$ cat config.mk
export PLATFORM = sky130hd
export DESIGN_NAME = y4m_header_parser
export DESIGN_NICKNAME = d
export VERILOG_FILES = /design/src/rtl/y4m_pkg.sv /design/src/rtl/y4m_header_parser.sv /design/src/rtl/y4m_front.sv /design/src/rtl/y4m_queue.sv /design/src/rtl/y4m_back.sv
export SDC_FILE = /design/constraint.sdc
export NUM_CORES = 1
export LEC_CHECK = 0
export ABC_AREA = 1
export BUFFER_PORTS_ARGS = -buffer_cell sky130_fd_sc_hd__buf_2
export CAP_MARGIN = 20
export CORE_MARGIN = 3
export CORE_UTILIZATION = 64
export DETAILED_ROUTE_END_ITERATION = 16
export PLACE_DENSITY = 0.93
export SYNTH_ARGS = -nofsm -noshare
export SYNTH_HDL_FRONTEND = slang
export SYNTH_SLANG_ARGS = --single-unit
$ cat constraint.sdc
create_clock -name clk -period 17.5 [get_ports clk]
set_input_delay 2.625 -clock clk [delete_from_list [all_inputs] [get_ports clk]]
set_output_delay 2.625 -clock clk [all_outputs]
set_load 0.01 [all_outputs]
$ cat src/rtl/y4m_pkg.sv
// Package for the y4m header parser: byte classes, parse phases, status codes.
// No dependencies.
package y4m_pkg;
	localparam int LineLimitDefault = 80;
	localparam int SkipPrefixDefault = 10;

	typedef enum logic [3:0] {
		PH_TAG, PH_SKIP, PH_W, PH_H, PH_F1, PH_F2, PH_A1, PH_A2, PH_I, PH_COLOUR
	} phase_t;

	typedef enum logic [2:0] {
		ST_OK = 3'd0, ST_EOF = 3'd1, ST_ZERO = 3'd2, ST_COLOUR = 3'd3, ST_INTER = 3'd4
	} status_t;

	// front to back queue entry
	typedef struct packed {
		logic       eoi;     // end of input
		logic       parse;   // byte is past the prefix
		logic       last;    // line ends with this item
		logic       nl;      // byte is newline (not parsed)
		logic [7:0] data;
	} cmd_t;
endpackage

$ cat src/rtl/y4m_header_parser.sv
// Header line parser for a raw video stream, top level.
// Usage:
//  Input channel (in_valid/in_ready): one byte per item in data_byte, or
//  end_of_input = 1 to flag stream end (data ignored, result status 1).
//  Output channel (out_valid/out_ready): one result per line, at a newline,
//  at byte LINE_LIMIT-1 of the line, or at end of input. Other items give
//  no result. The first SKIP_PREFIX bytes of a line are not parsed.
//  Throughput: one item per cycle while the receiver does not stall; the back end
//  does one multiply-by-ten accumulate per digit byte.
//  A line-ending item goes through a queue entry, then the result register,
//  before its result shows.
//  Reset clears position, parse state, queue and output valid.
//  When the receiver stalls, the result register holds, the two-entry queue
//  fills, then in_ready drops.
// Depends on y4m_pkg, y4m_front, y4m_queue, y4m_back.
module y4m_header_parser import y4m_pkg::*; #(
	parameter int LINE_LIMIT = LineLimitDefault,
	parameter int SKIP_PREFIX = SkipPrefixDefault
) (
	input  logic        clk,
	input  logic        arst_n,
	input  logic        in_valid,
	output logic        in_ready,
	input  logic [7:0]  data_byte,
	input  logic        end_of_input,
	output logic        out_valid,
	input  logic        out_ready,
	output logic [2:0]  status,
	output logic [15:0] pic_width,
	output logic [15:0] pic_height,
	output logic [31:0] rate_num,
	output logic [31:0] rate_den,
	output logic [3:0]  bit_depth,
	output logic [2:0]  chroma_format
);
	logic fq_valid, fq_ready, qb_valid, qb_ready;
	cmd_t fq_cmd, qb_cmd;

	y4m_front #(.LINE_LIMIT(LINE_LIMIT), .SKIP_PREFIX(SKIP_PREFIX)) u_front (
		.clk, .arst_n, .in_valid, .in_ready, .data_byte, .end_of_input,
		.cmd_valid(fq_valid), .cmd_ready(fq_ready), .cmd(fq_cmd)
	);

	y4m_queue u_queue (
		.clk, .arst_n, .wr_valid(fq_valid), .wr_ready(fq_ready), .wr_data(fq_cmd),
		.rd_valid(qb_valid), .rd_ready(qb_ready), .rd_data(qb_cmd)
	);

	y4m_back u_back (
		.clk, .arst_n, .cmd_valid(qb_valid), .cmd_ready(qb_ready), .cmd(qb_cmd),
		.out_valid, .out_ready, .status, .pic_width, .pic_height, .rate_num,
		.rate_den, .bit_depth, .chroma_format
	);

`ifndef SYNTHESIS
	a_eof_status: assert property (@(posedge clk) disable iff (!arst_n)
		qb_valid && qb_ready && qb_cmd.eoi |=> out_valid && status == ST_EOF)
		else $error("end of input without status 1");
	a_last_out: assert property (@(posedge clk) disable iff (!arst_n)
		qb_valid && qb_ready && qb_cmd.last |=> out_valid)
		else $error("line end without result");
	a_nolast_hold: assert property (@(posedge clk) disable iff (!arst_n)
		out_valid && !out_ready |=> out_valid && $stable(status))
		else $error("result dropped");
`endif
endmodule

$ cat src/rtl/y4m_front.sv
// Front: accepts bytes, tracks line position, classifies each item.
// Depends on y4m_pkg.
module y4m_front import y4m_pkg::*; #(
	parameter int LINE_LIMIT = LineLimitDefault,
	parameter int SKIP_PREFIX = SkipPrefixDefault
) (
	input  logic       clk,
	input  logic       arst_n,
	input  logic       in_valid,
	output logic       in_ready,
	input  logic [7:0] data_byte,
	input  logic       end_of_input,
	output logic       cmd_valid,
	input  logic       cmd_ready,
	output cmd_t       cmd
);
	localparam int PW = $clog2(LINE_LIMIT);
	logic [PW-1:0] pos_q;
	logic          nl, acc;

	assign in_ready  = cmd_ready;
	assign cmd_valid = in_valid;
	assign acc       = in_valid && cmd_ready;
	assign nl        = data_byte == 8'h0A;

	always_comb begin
		cmd.eoi   = end_of_input;
		cmd.nl    = nl;
		cmd.data  = data_byte;
		cmd.parse = !nl && (32'(pos_q) >= 32'(SKIP_PREFIX));
		cmd.last  = end_of_input || nl || (32'(pos_q) >= 32'(LINE_LIMIT - 2));
	end

	always_ff @(posedge clk or negedge arst_n) begin
		if (!arst_n) begin
			pos_q <= '0;
		end else if (acc) begin
			if (cmd.last) pos_q <= '0;
			else pos_q <= pos_q + 1'b1;
		end
	end
endmodule

$ cat src/rtl/y4m_queue.sv
// Two-entry queue between front and back.
// Depends on y4m_pkg.
module y4m_queue import y4m_pkg::*; (
	input  logic clk,
	input  logic arst_n,
	input  logic wr_valid,
	output logic wr_ready,
	input  cmd_t wr_data,
	output logic rd_valid,
	input  logic rd_ready,
	output cmd_t rd_data
);
	cmd_t       mem_q [2];
	logic       wp_q, rp_q;
	logic [1:0] cnt_q;
	logic       wr, rd;

	assign wr_ready = cnt_q != 2'd2;
	assign rd_valid = cnt_q != 2'd0;
	assign rd_data  = mem_q[rp_q];
	assign wr       = wr_valid && wr_ready;
	assign rd       = rd_valid && rd_ready;

	always_ff @(posedge clk) begin
		if (wr) mem_q[wp_q] <= wr_data;
	end

	always_ff @(posedge clk or negedge arst_n) begin
		if (!arst_n) begin
			wp_q <= 1'b0; rp_q <= 1'b0; cnt_q <= '0;
		end else begin
			if (wr) wp_q <= ~wp_q;
			if (rd) rp_q <= ~rp_q;
			cnt_q <= cnt_q + {1'b0, wr} - {1'b0, rd};
		end
	end
endmodule

$ cat src/rtl/y4m_back.sv
// Back: tag parser, number accumulate, colour match, result register.
// Depends on y4m_pkg.
module y4m_back import y4m_pkg::*; (
	input  logic        clk,
	input  logic        arst_n,
	input  logic        cmd_valid,
	output logic        cmd_ready,
	input  cmd_t        cmd,
	output logic        out_valid,
	input  logic        out_ready,
	output logic [2:0]  status,
	output logic [15:0] pic_width,
	output logic [15:0] pic_height,
	output logic [31:0] rate_num,
	output logic [31:0] rate_den,
	output logic [3:0]  bit_depth,
	output logic [2:0]  chroma_format
);
	phase_t      ph_q, ph_d;
	logic [31:0] acc_q, acc_d;
	logic [3:0]  cm_q, cm_d, dep_q, dep_d;
	logic [15:0] w_q, w_d, h_q, h_d;
	logic [31:0] num_q, num_d, den_q, den_d;
	logic [2:0]  fmt_q, fmt_d;
	logic        ie_q, ie_d;
	logic        go, isdig;
	logic [35:0] prod;
	logic [31:0] accn;
	logic [7:0]  c;
	status_t     st;

	assign cmd_ready = !out_valid || out_ready;
	assign go        = cmd_valid && cmd_ready;
	assign c         = cmd.data;
	assign isdig     = c >= "0" && c <= "9";
	assign prod      = {4'd0, acc_q} * 36'd10 + {32'd0, c[3:0]};
	assign accn      = (prod[35:32] != 4'd0) ? 32'hFFFF_FFFF : prod[31:0];

	function automatic logic [15:0] sat16(input logic [31:0] v);
		return (v[31:16] != 16'd0) ? 16'hFFFF : v[15:0];
	endfunction

	function automatic phase_t tagph(input logic [7:0] b);
		case (b)
			" ":     return PH_TAG;
			"W":     return PH_W;
			"H":     return PH_H;
			"F":     return PH_F1;
			"A":     return PH_A1;
			"I":     return PH_I;
			"C":     return PH_COLOUR;
			default: return PH_SKIP;
		endcase
	endfunction

	always_comb begin
		logic fail;
		fail = 1'b0;
		ph_d = ph_q; acc_d = acc_q; cm_d = cm_q; dep_d = dep_q;
		w_d = w_q; h_d = h_q; num_d = num_q; den_d = den_q; fmt_d = fmt_q; ie_d = ie_q;
		if (cmd.parse) begin
			case (ph_q)
				PH_TAG: begin
					acc_d = '0; cm_d = '0; ph_d = tagph(c);
				end
				PH_W, PH_H, PH_F2, PH_A2: begin
					if (isdig) acc_d = accn;
					else begin
						if (ph_q == PH_W) w_d = sat16(acc_q);
						else if (ph_q == PH_H) h_d = sat16(acc_q);
						else if (ph_q == PH_F2) den_d = acc_q;
						acc_d = '0; cm_d = '0; ph_d = tagph(c);
					end
				end
				PH_F1, PH_A1: begin
					if (isdig) acc_d = accn;
					else begin
						if (ph_q == PH_F1) begin
							num_d = acc_q; ph_d = PH_F2;
						end else ph_d = PH_A2;
						acc_d = '0;
					end
				end
				PH_I: begin
					if (c != "p") ie_d = 1'b1;
					ph_d = PH_TAG;
				end
				PH_COLOUR: begin
					case (cm_q)
						4'd0: begin
							if (c == "4") cm_d = 4'd1;
							else if (c == "m") cm_d = 4'd4;
							else begin
								fmt_d = '0; acc_d = '0; ph_d = tagph(c);
							end
						end
						4'd1: begin
							if (c == "2") cm_d = 4'd2;
							else if (c == "4") cm_d = 4'd3;
							else fail = 1'b1;
						end
						4'd2: begin
							if (c == "0") begin
								fmt_d = 3'd2; dep_d = 4'd8; cm_d = 4'd7;
							end else if (c == "2") begin
								fmt_d = 3'd3; dep_d = 4'd8; cm_d = 4'd7;
							end else fail = 1'b1;
						end
						4'd3: begin
							if (c == "4") begin
								fmt_d = 3'd4; dep_d = 4'd8; cm_d = 4'd7;
							end else fail = 1'b1;
						end
						4'd4: begin
							if (c == "o") cm_d = 4'd5; else fail = 1'b1;
						end
						4'd5: begin
							if (c == "n") cm_d = 4'd6; else fail = 1'b1;
						end
						4'd6: begin
							if (c == "o") begin
								fmt_d = 3'd1; dep_d = 4'd8; ph_d = PH_SKIP;
							end else fail = 1'b1;
						end
						4'd7: begin
							if (c == "p") cm_d = 4'd8;
							else ph_d = (c == " ") ? PH_TAG : PH_SKIP;
						end
						4'd8: begin
							if (c == "1") cm_d = 4'd9;
							else ph_d = (c == " ") ? PH_TAG : PH_SKIP;
						end
						4'd9: begin
							if (c == "0") begin
								dep_d = 4'd10; ph_d = PH_SKIP;
							end else if (c == "2") begin
								dep_d = 4'd12; ph_d = PH_SKIP;
							end else ph_d = (c == " ") ? PH_TAG : PH_SKIP;
						end
						default: ph_d = (c == " ") ? PH_TAG : PH_SKIP;
					endcase
					if (fail) begin
						fmt_d = '0; ph_d = (c == " ") ? PH_TAG : PH_SKIP;
					end
				end
				default: ph_d = (c == " ") ? PH_TAG : PH_SKIP;
			endcase
		end
		if (cmd.last) begin
			case (ph_d)
				PH_W:      w_d = sat16(acc_d);
				PH_H:      h_d = sat16(acc_d);
				PH_F1:     num_d = acc_d;
				PH_F2:     den_d = acc_d;
				PH_I:      ie_d = 1'b1;
				PH_COLOUR: if (cm_d < 4'd7) fmt_d = '0;
				default:   ;
			endcase
		end
		if (cmd.eoi) st = ST_EOF;
		else if (ie_d) st = ST_INTER;
		else if (w_d == '0 || h_d == '0) st = ST_ZERO;
		else if (dep_d == '0 || fmt_d == '0) st = ST_COLOUR;
		else st = ST_OK;
	end

	always_ff @(posedge clk or negedge arst_n) begin
		if (!arst_n) begin
			ph_q <= PH_TAG; acc_q <= '0; cm_q <= '0; dep_q <= '0; w_q <= '0; h_q <= '0;
			num_q <= '0; den_q <= '0; fmt_q <= '0; ie_q <= 1'b0; out_valid <= 1'b0;
		end else begin
			if (out_valid && out_ready) out_valid <= 1'b0;
			if (go) begin
				if (cmd.last) begin
					out_valid <= 1'b1;
					ph_q <= PH_TAG; acc_q <= '0; cm_q <= '0; dep_q <= '0; w_q <= '0;
					h_q <= '0; num_q <= '0; den_q <= '0; fmt_q <= '0; ie_q <= 1'b0;
				end else begin
					ph_q <= ph_d; acc_q <= acc_d; cm_q <= cm_d; dep_q <= dep_d; w_q <= w_d;
					h_q <= h_d; num_q <= num_d; den_q <= den_d; fmt_q <= fmt_d; ie_q <= ie_d;
				end
			end
		end
	end

	always_ff @(posedge clk) begin
		if (go && cmd.last) begin
			status <= st;
			pic_width     <= cmd.eoi ? '0 : w_d;
			pic_height    <= cmd.eoi ? '0 : h_d;
			rate_num      <= cmd.eoi ? '0 : num_d;
			rate_den      <= cmd.eoi ? '0 : den_d;
			bit_depth     <= cmd.eoi ? '0 : dep_d;
			chroma_format <= cmd.eoi ? '0 : fmt_d;
		end
	end
endmodule

* After elaboration in Yosys (flattened, before gate mapping)
Memories as Yosys holds them, arrays and structs flattened.
Cells that the tools add are included.
** Operators by class
- Add/sub/neg operators :: 4
- Equality and inequality tests :: 41
- Mux-type cells :: 122
- $mul :: 1
- Bitwise operators :: 2
- Reductions and logical operators :: 29
- $lt $le $gt $ge :: 5
** Operators with widths (count)
- 2-to-1 mux 32 bit :: 23
- 2-to-1 mux 16 bit :: 17
- 2-to-1 mux 4 bit :: 35
- case mux 32 bit (3 select lines) :: 1
- == test 8 x 7 -> 1 bit (second input constant) :: 10
- 2-to-1 mux 3 bit :: 15
- == test 4 x 3 -> 1 bit (second input constant) :: 10
- == test 8 x 6 -> 1 bit (second input constant) :: 5
- adder 36 x 4 -> 36 bit :: 1
- multiplier 32 x 3 -> 35 bit (second input constant) :: 1
- zero test 16 bit :: 2
- case mux 4 bit (8 select lines) :: 1
- nonzero test 16 bit :: 2
- case mux 4 bit (7 select lines) :: 1
- == test 4 x 2 -> 1 bit (second input constant) :: 6
- == test 4 bit (second input constant) :: 6
- case mux 4 bit (6 select lines) :: 1
- 2-to-1 mux 1 bit :: 20
- case mux 4 bit (5 select lines) :: 1
- case mux 4 bit (4 select lines) :: 1
- zero test 4 bit :: 3
- case mux 3 bit (4 select lines) :: 1
- case mux 4 bit (3 select lines) :: 1
- == test 8 x 4 -> 1 bit (second input constant) :: 1
- 25 further kinds :: 39
** Word-level totals
- Memories :: 1
- Bits in writable memories :: 24
- Flip-flop bits (word level) :: 262
- Output and inout port bits :: 108
- Logic and storage cells :: 228
** Memory list
- u_queue.mem_q :: words 2, bits a word 12, rd ports 1, clocked after memory_dff 0, wr ports 1, RTL line y4m_queue.sv:13 : cmd_t mem_q [2];

* Longest topological paths before layout
An unclocked memory read counts as a cell.
- Depth after elaboration :: 18
- Mapped depth :: 42
- Gate-level depth less buffers :: 40

* By module
Synthesis repeated with hierarchy kept, for this count alone.
** Second synthesis, totals
- Cell total of the unflattened synthesis :: 2585
- Area, all modules :: 18865.6 um2
** By module, submodules not included
- y4m_back :: times used 1, seq. area each 6811.5 um2, cells each 2403, area an instance 17107.7 um2
- y4m_queue :: times used 1, seq. area each 820.8 um2, cells each 94, area an instance 1101.1 um2
- y4m_front :: times used 1, seq. area each 175.2 um2, cells each 88, area an instance 656.9 um2

* Worst setup path before layout
No wires, ideal clock.
- Kind :: input-to-reg
- Start :: input out_ready
- End :: register u_back.bit_depth[0], enable pin
- Setup time :: 0.572 ns
- Cell stages on the path :: 3
- Buffers on the path :: 1
- Required time :: 16.928 ns
- Setup slack :: 9.492 ns
- Arrival time :: 7.435 ns
- Cells stage by stage :: o22ai_1 clkbuf_1 nor2_1
** On the way
- Word-level cells in the longest chain between the ends :: 3
** RTL lines
- start: declaration :: RTL line y4m_header_parser.sv:27 : input logic out_ready,
- logical OR 1 bit :: RTL line y4m_back.sv:32 : assign cmd_ready = !out_valid || out_ready;
- logical AND 1 bit :: RTL line y4m_back.sv:33 : assign go = cmd_valid && cmd_ready;
- logical AND 1 bit :: RTL line y4m_back.sv:187 : if (go && cmd.last) begin
- end signal: assignment :: RTL line y4m_back.sv:193 : bit_depth <= cmd.eoi ? '0 : dep_d;
- end: declaration :: RTL line y4m_back.sv:16 : output logic [3:0] bit_depth,
No other way between the ends.
A chain may end at the register's enable or synchronous reset.

* Worst setup path after layout
- Start :: register u_back.acc_q[3]
- End :: register u_back.status[0], data pin
** On the way
- Word-level cells in the longest chain between the ends :: 15
- Elaborated cells on any way between the ends :: 31
- Those cells by class :: add/sub (1); mul (1); mux (24); reduce/logical (5)
** RTL lines
- start: declaration :: RTL line y4m_back.sv:20 : logic [31:0] acc_q, acc_d;
- start signal: assignment :: RTL line y4m_back.sv:169 : ph_q <= PH_TAG; acc_q <= '0; cm_q <= '0; dep_q <= '0; w_q <= '0; h_q <= '0;
- start signal: assignment :: RTL line y4m_back.sv:176 : ph_q <= PH_TAG; acc_q <= '0; cm_q <= '0; dep_q <= '0; w_q <= '0;
- start signal: assignment :: RTL line y4m_back.sv:179 : ph_q <= ph_d; acc_q <= acc_d; cm_q <= cm_d; dep_q <= dep_d; w_q <= w_d;
- multiplier 32 x 3 -> 35 bit :: RTL line y4m_back.sv:36 : assign prod = {4'd0, acc_q} * 36'd10 + {32'd0, c[3:0]};
- adder 36 x 4 -> 36 bit :: RTL line y4m_back.sv:36
- nonzero test 4 bit :: RTL line y4m_back.sv:37 : assign accn = (prod[35:32] != 4'd0) ? 32'hFFFF_FFFF : prod[31:0];
- 2-to-1 mux 32 bit :: RTL line y4m_back.sv:37
- 2-to-1 mux 32 bit :: RTL line y4m_back.sv:67, y4m_back.sv:76
- case mux 32 bit (3 select lines) :: RTL line y4m_back.sv:62 : case (ph_q)
- 2-to-1 mux 32 bit :: RTL line y4m_back.sv:61 : if (cmd.parse) begin
- nonzero test 16 bit :: RTL line y4m_back.sv:40 : return (v[31:16] != 16'd0) ? 16'hFFFF : v[15:0];
- 2-to-1 mux 16 bit :: RTL line y4m_back.sv:40
- 2-to-1 mux 16 bit :: RTL line y4m_back.sv:150 : case (ph_d)
- 2-to-1 mux 16 bit :: RTL line y4m_back.sv:149 : if (cmd.last) begin
- zero test 16 bit :: RTL line y4m_back.sv:162 : else if (w_d == '0 || h_d == '0) st = ST_ZERO;
- logical OR 1 bit * :: RTL line y4m_back.sv:162
- 2-to-1 mux 3 bit * :: RTL line y4m_back.sv:162
- 2-to-1 mux 3 bit * :: RTL line y4m_back.sv:161 : else if (ie_d) st = ST_INTER;
- end signal: assignment :: RTL line y4m_back.sv:188 : status <= st;
- end: declaration :: RTL line y4m_back.sv:11 : output logic [2:0] status,
Mark *: on every way between the ends. The rest lies on a longest branch, timed or not.

==> results.yml <==
sta:
  worst_slew_pin_slew_ns: 1.14
  fin_crit_sh: 0.360
  grt_setup_unrepaired: "false"
  tns_ns: 0
  slew-limit-headroom: 0.233
  fin_crit_ns: 6.29
  slew_violations: 0
  setup_viol: 0
  skew_ns: 0.0238
  fmax_mhz: 159
  hold_violations: 0
clock_network:
  cts_num_sinks: 284
  cts_tree: "yes"
  cts_hold_buf: 0
  cts_made_buffers: 29
  ctsResizeCount: 0
  root_buffer: "clkbuf_16"
  clockBufferDepth: 3
  insertion_delay_ns: 0.58
  clk_pin_slew_ns: 0.07
  htree_levels: 1
  postCtsSetupBuffers: 0
floorplanning:
  die-height_microns: 176
  coreArea_sq_mm: 0.0282
  rows: 61
  start_util: 0.658
  die_w_microns: 176
  die_area_sq_mm: 0.0311
  ios: 121
critical_path:
  cp-start-kind: "flip-flop"
  worst-path-buf-inv: 3
  slowest_delay_ns: 0.55
  crit_top_cell: "nand2_1"
  cpMaxStageDelayCell: "fa_1"
  crit_type: "reg2reg"
  cp.required_ns: 17.81
  crit_arrival_ns: 6.60
  endpoint_kind: "flip-flop"
  cp_max_fo: 26
  path_delay_family: "simple AND/OR/NAND/NOR gates"
global_routing:
  grt_max_degree: 100
  grt_usage: 0.355
  antenna_found_initial: 0
  grt_pass1_vias: 17600
  grt_pass1_wl_mm: 89.6
  overflow: 0
synthesis:
  ys_types: 52
  ys_warn_count: 0
  ys_top_cells_by_area: "dfrtp_1 21%, edfxtp_1 21%, nand2_1 15%"
  yosysTopAreaCell: "dfrtp_1"
  synth-seq-area-share: 0.418
  synth_nets: 2628
  syn_area_sq_mm: 0.0185
  syn_avg_cell_area_sq_um: 7.28
  synthCells: 2546
  synth_seq_cells: 284
  yosys.area.top_type_share: 0.211
pwr:
  internal_power_mw: 1.82
  switching_share: 0.470
  p_leak_nw: 9.98
  comb_power_share: 0.499
  p_seq_frac: 0.315
  switchingPower_mw: 1.62
  pwr_density_cell_mw_per_mm2: 168
  ir_worst_vdd_mv: 0.187
  power.share.clock: 0.186
layout:
  fill_cells: 2127
  drive_gt1_frac: 0.106
  syn2layout_area_growth_pct: 10.4
  final_cells: 3028
  mostFrequentLayoutCell: "nand2_1"
  final_cell_mix: "758 x nand2_1, 326 x inv_1, 236 x o21ai_0"
  final_area_sq_mm: 0.0205
  antenna_cells: 0
  finalNetCount: 2709
routing:
  final_antenna_net_count: 0
  wl_per_cell_microns: 18.4
  drt_iter0_markers: 3114
  drc: 0
  routed_wirelength_mm: 55.7
  vias: 18600
  drtPass1Iterations: 9
  avgViaCountPerCell: 6.13
placement:
  placed_cell_area_sq_mm: 0.0194
  place_congestion: 0.985
  io_buffers: 120
  dp_cells: 2970
  dp_hpwl_mm: 39.1
flow_run:
  max-cap-violations: 0
worst_hold_path:
  hold_class: "reg2reg"
outcome:
  status: "completed"
cell families (layout without fill, tap and decap cells):
kind of cell             Yosys count  in the layout  synth area share
XOR/XNOR                          31             31            0.0146
AO/OA/AOI/OAI                    499            499             0.152
AND/OR/NAND/NOR                 1201           1201             0.272
adder cells (fa/ha/maj)           69             69            0.0474
buffers and inverters            462            566            0.0960
flip-flops                       284            284             0.418
cells in the mapped netlist, drive strengths merged:
cell type  number
edfxtp        128
o211ai         18
buf            11
o31ai           2
or2             2
nor3b           2
inv           359
clkinv          9
and2            3
dfrtp         156
o311ai         15
clkbuf         83
nand3         123
ha             67
nor4            7
nand4          21
o21ai         247
a32o            1
xnor2          13
a21o            1
nor2          225
nor3           30
o221ai         10
a21oi          91
o22ai          82
and3            2
fa              2
o21a            1
nand3b          5
a41oi           1
o2111ai         1
a31oi          25
nand2         780
a211oi          2
xor2           18
nor4b           1
a32oi           2
power by group through the flow:
stage	clock network, mW	logic, mW	registers, mW
after global routing	0.672	1.87	1.10
after floorplan	0	1.05	1.14
after detailed placement	0	1.63	1.09
after CTS	0.639	1.65	1.08
after global placement	0	1.58	1.08
final	0.639	1.72	1.09
state kept, by name (all words and copies together), names as in the netlist, 22 cells and up:
name             cells
u_back.acc_q        32
u_back.den_q        32
u_back.num_q        32
u_back.rate_den     32
u_back.rate_num     32
u_queue.mem_q       22
stage by stage:
step | setup WS, ns | total power, mW | hold WS (ns) | utilization
6_report | 11.21 | 3.44 | 0.482 | 0.727
5_1_grt | 10.62 | 3.64 | 0.505 | 0.727
4_1_cts | 11.38 | 3.37 | 0.487 | 0.724
3_5_place_dp | 11.44 | 2.72 | 0.471 | 0.690
3_3_place_gp | 11.64 | 2.66 | 0.461 | 0.690
2_1_floorplan | 9.49 | 2.19 | 0.448 | -
layout make-up:
class | instances | area (sq um) | share of cell area
clock buffer | 42 | 825 | 0.0403
clock inverter | 12 | 150 | 0.00734
inverter | 368 | 1380 | 0.0675
multi-input combinational | 1800 | 9070 | 0.443
sequential | 284 | 7750 | 0.379
tap | 378 | 473 | 0.0231
timing repair buffer | 144 | 822 | 0.0402
worst min-delay path, delay by kind of cell (launching register included):
family | cells | cell delay (ns)
buffers and inverters | 1 | 0.05
DFF | 1 | 0.34
AOI/OAI and AO/OA | 1 | 0.06
metal layers:
metal  share of wire  GRT usage  up-vias
met3            0.12     0.0703      229
met2            0.45      0.561     1348
met4           0.036      0.117        0
met1            0.39      0.495     8459
met5               0          0        -
li1                -          -     8537
final timing paths:
kind	start	cells after the start	slack, ns	to
max	u_back.acc_q[3]	36	11.21	u_back.status[0]
min	u_back.dep_q[0]	2	0.48	u_back.dep_q[0]
max reg2reg	u_back.acc_q[3]	36	11.21	u_back.status[0]
min reg2reg	u_back.dep_q[0]	2	0.48	u_back.dep_q[0]
max in group asynchronous	arst_n	3	14.20	u_back.den_q[11]
min in group asynchronous	arst_n	1	2.11	u_front.pos_q[2]
Note: power is estimated with default switching activity, not from simulation.
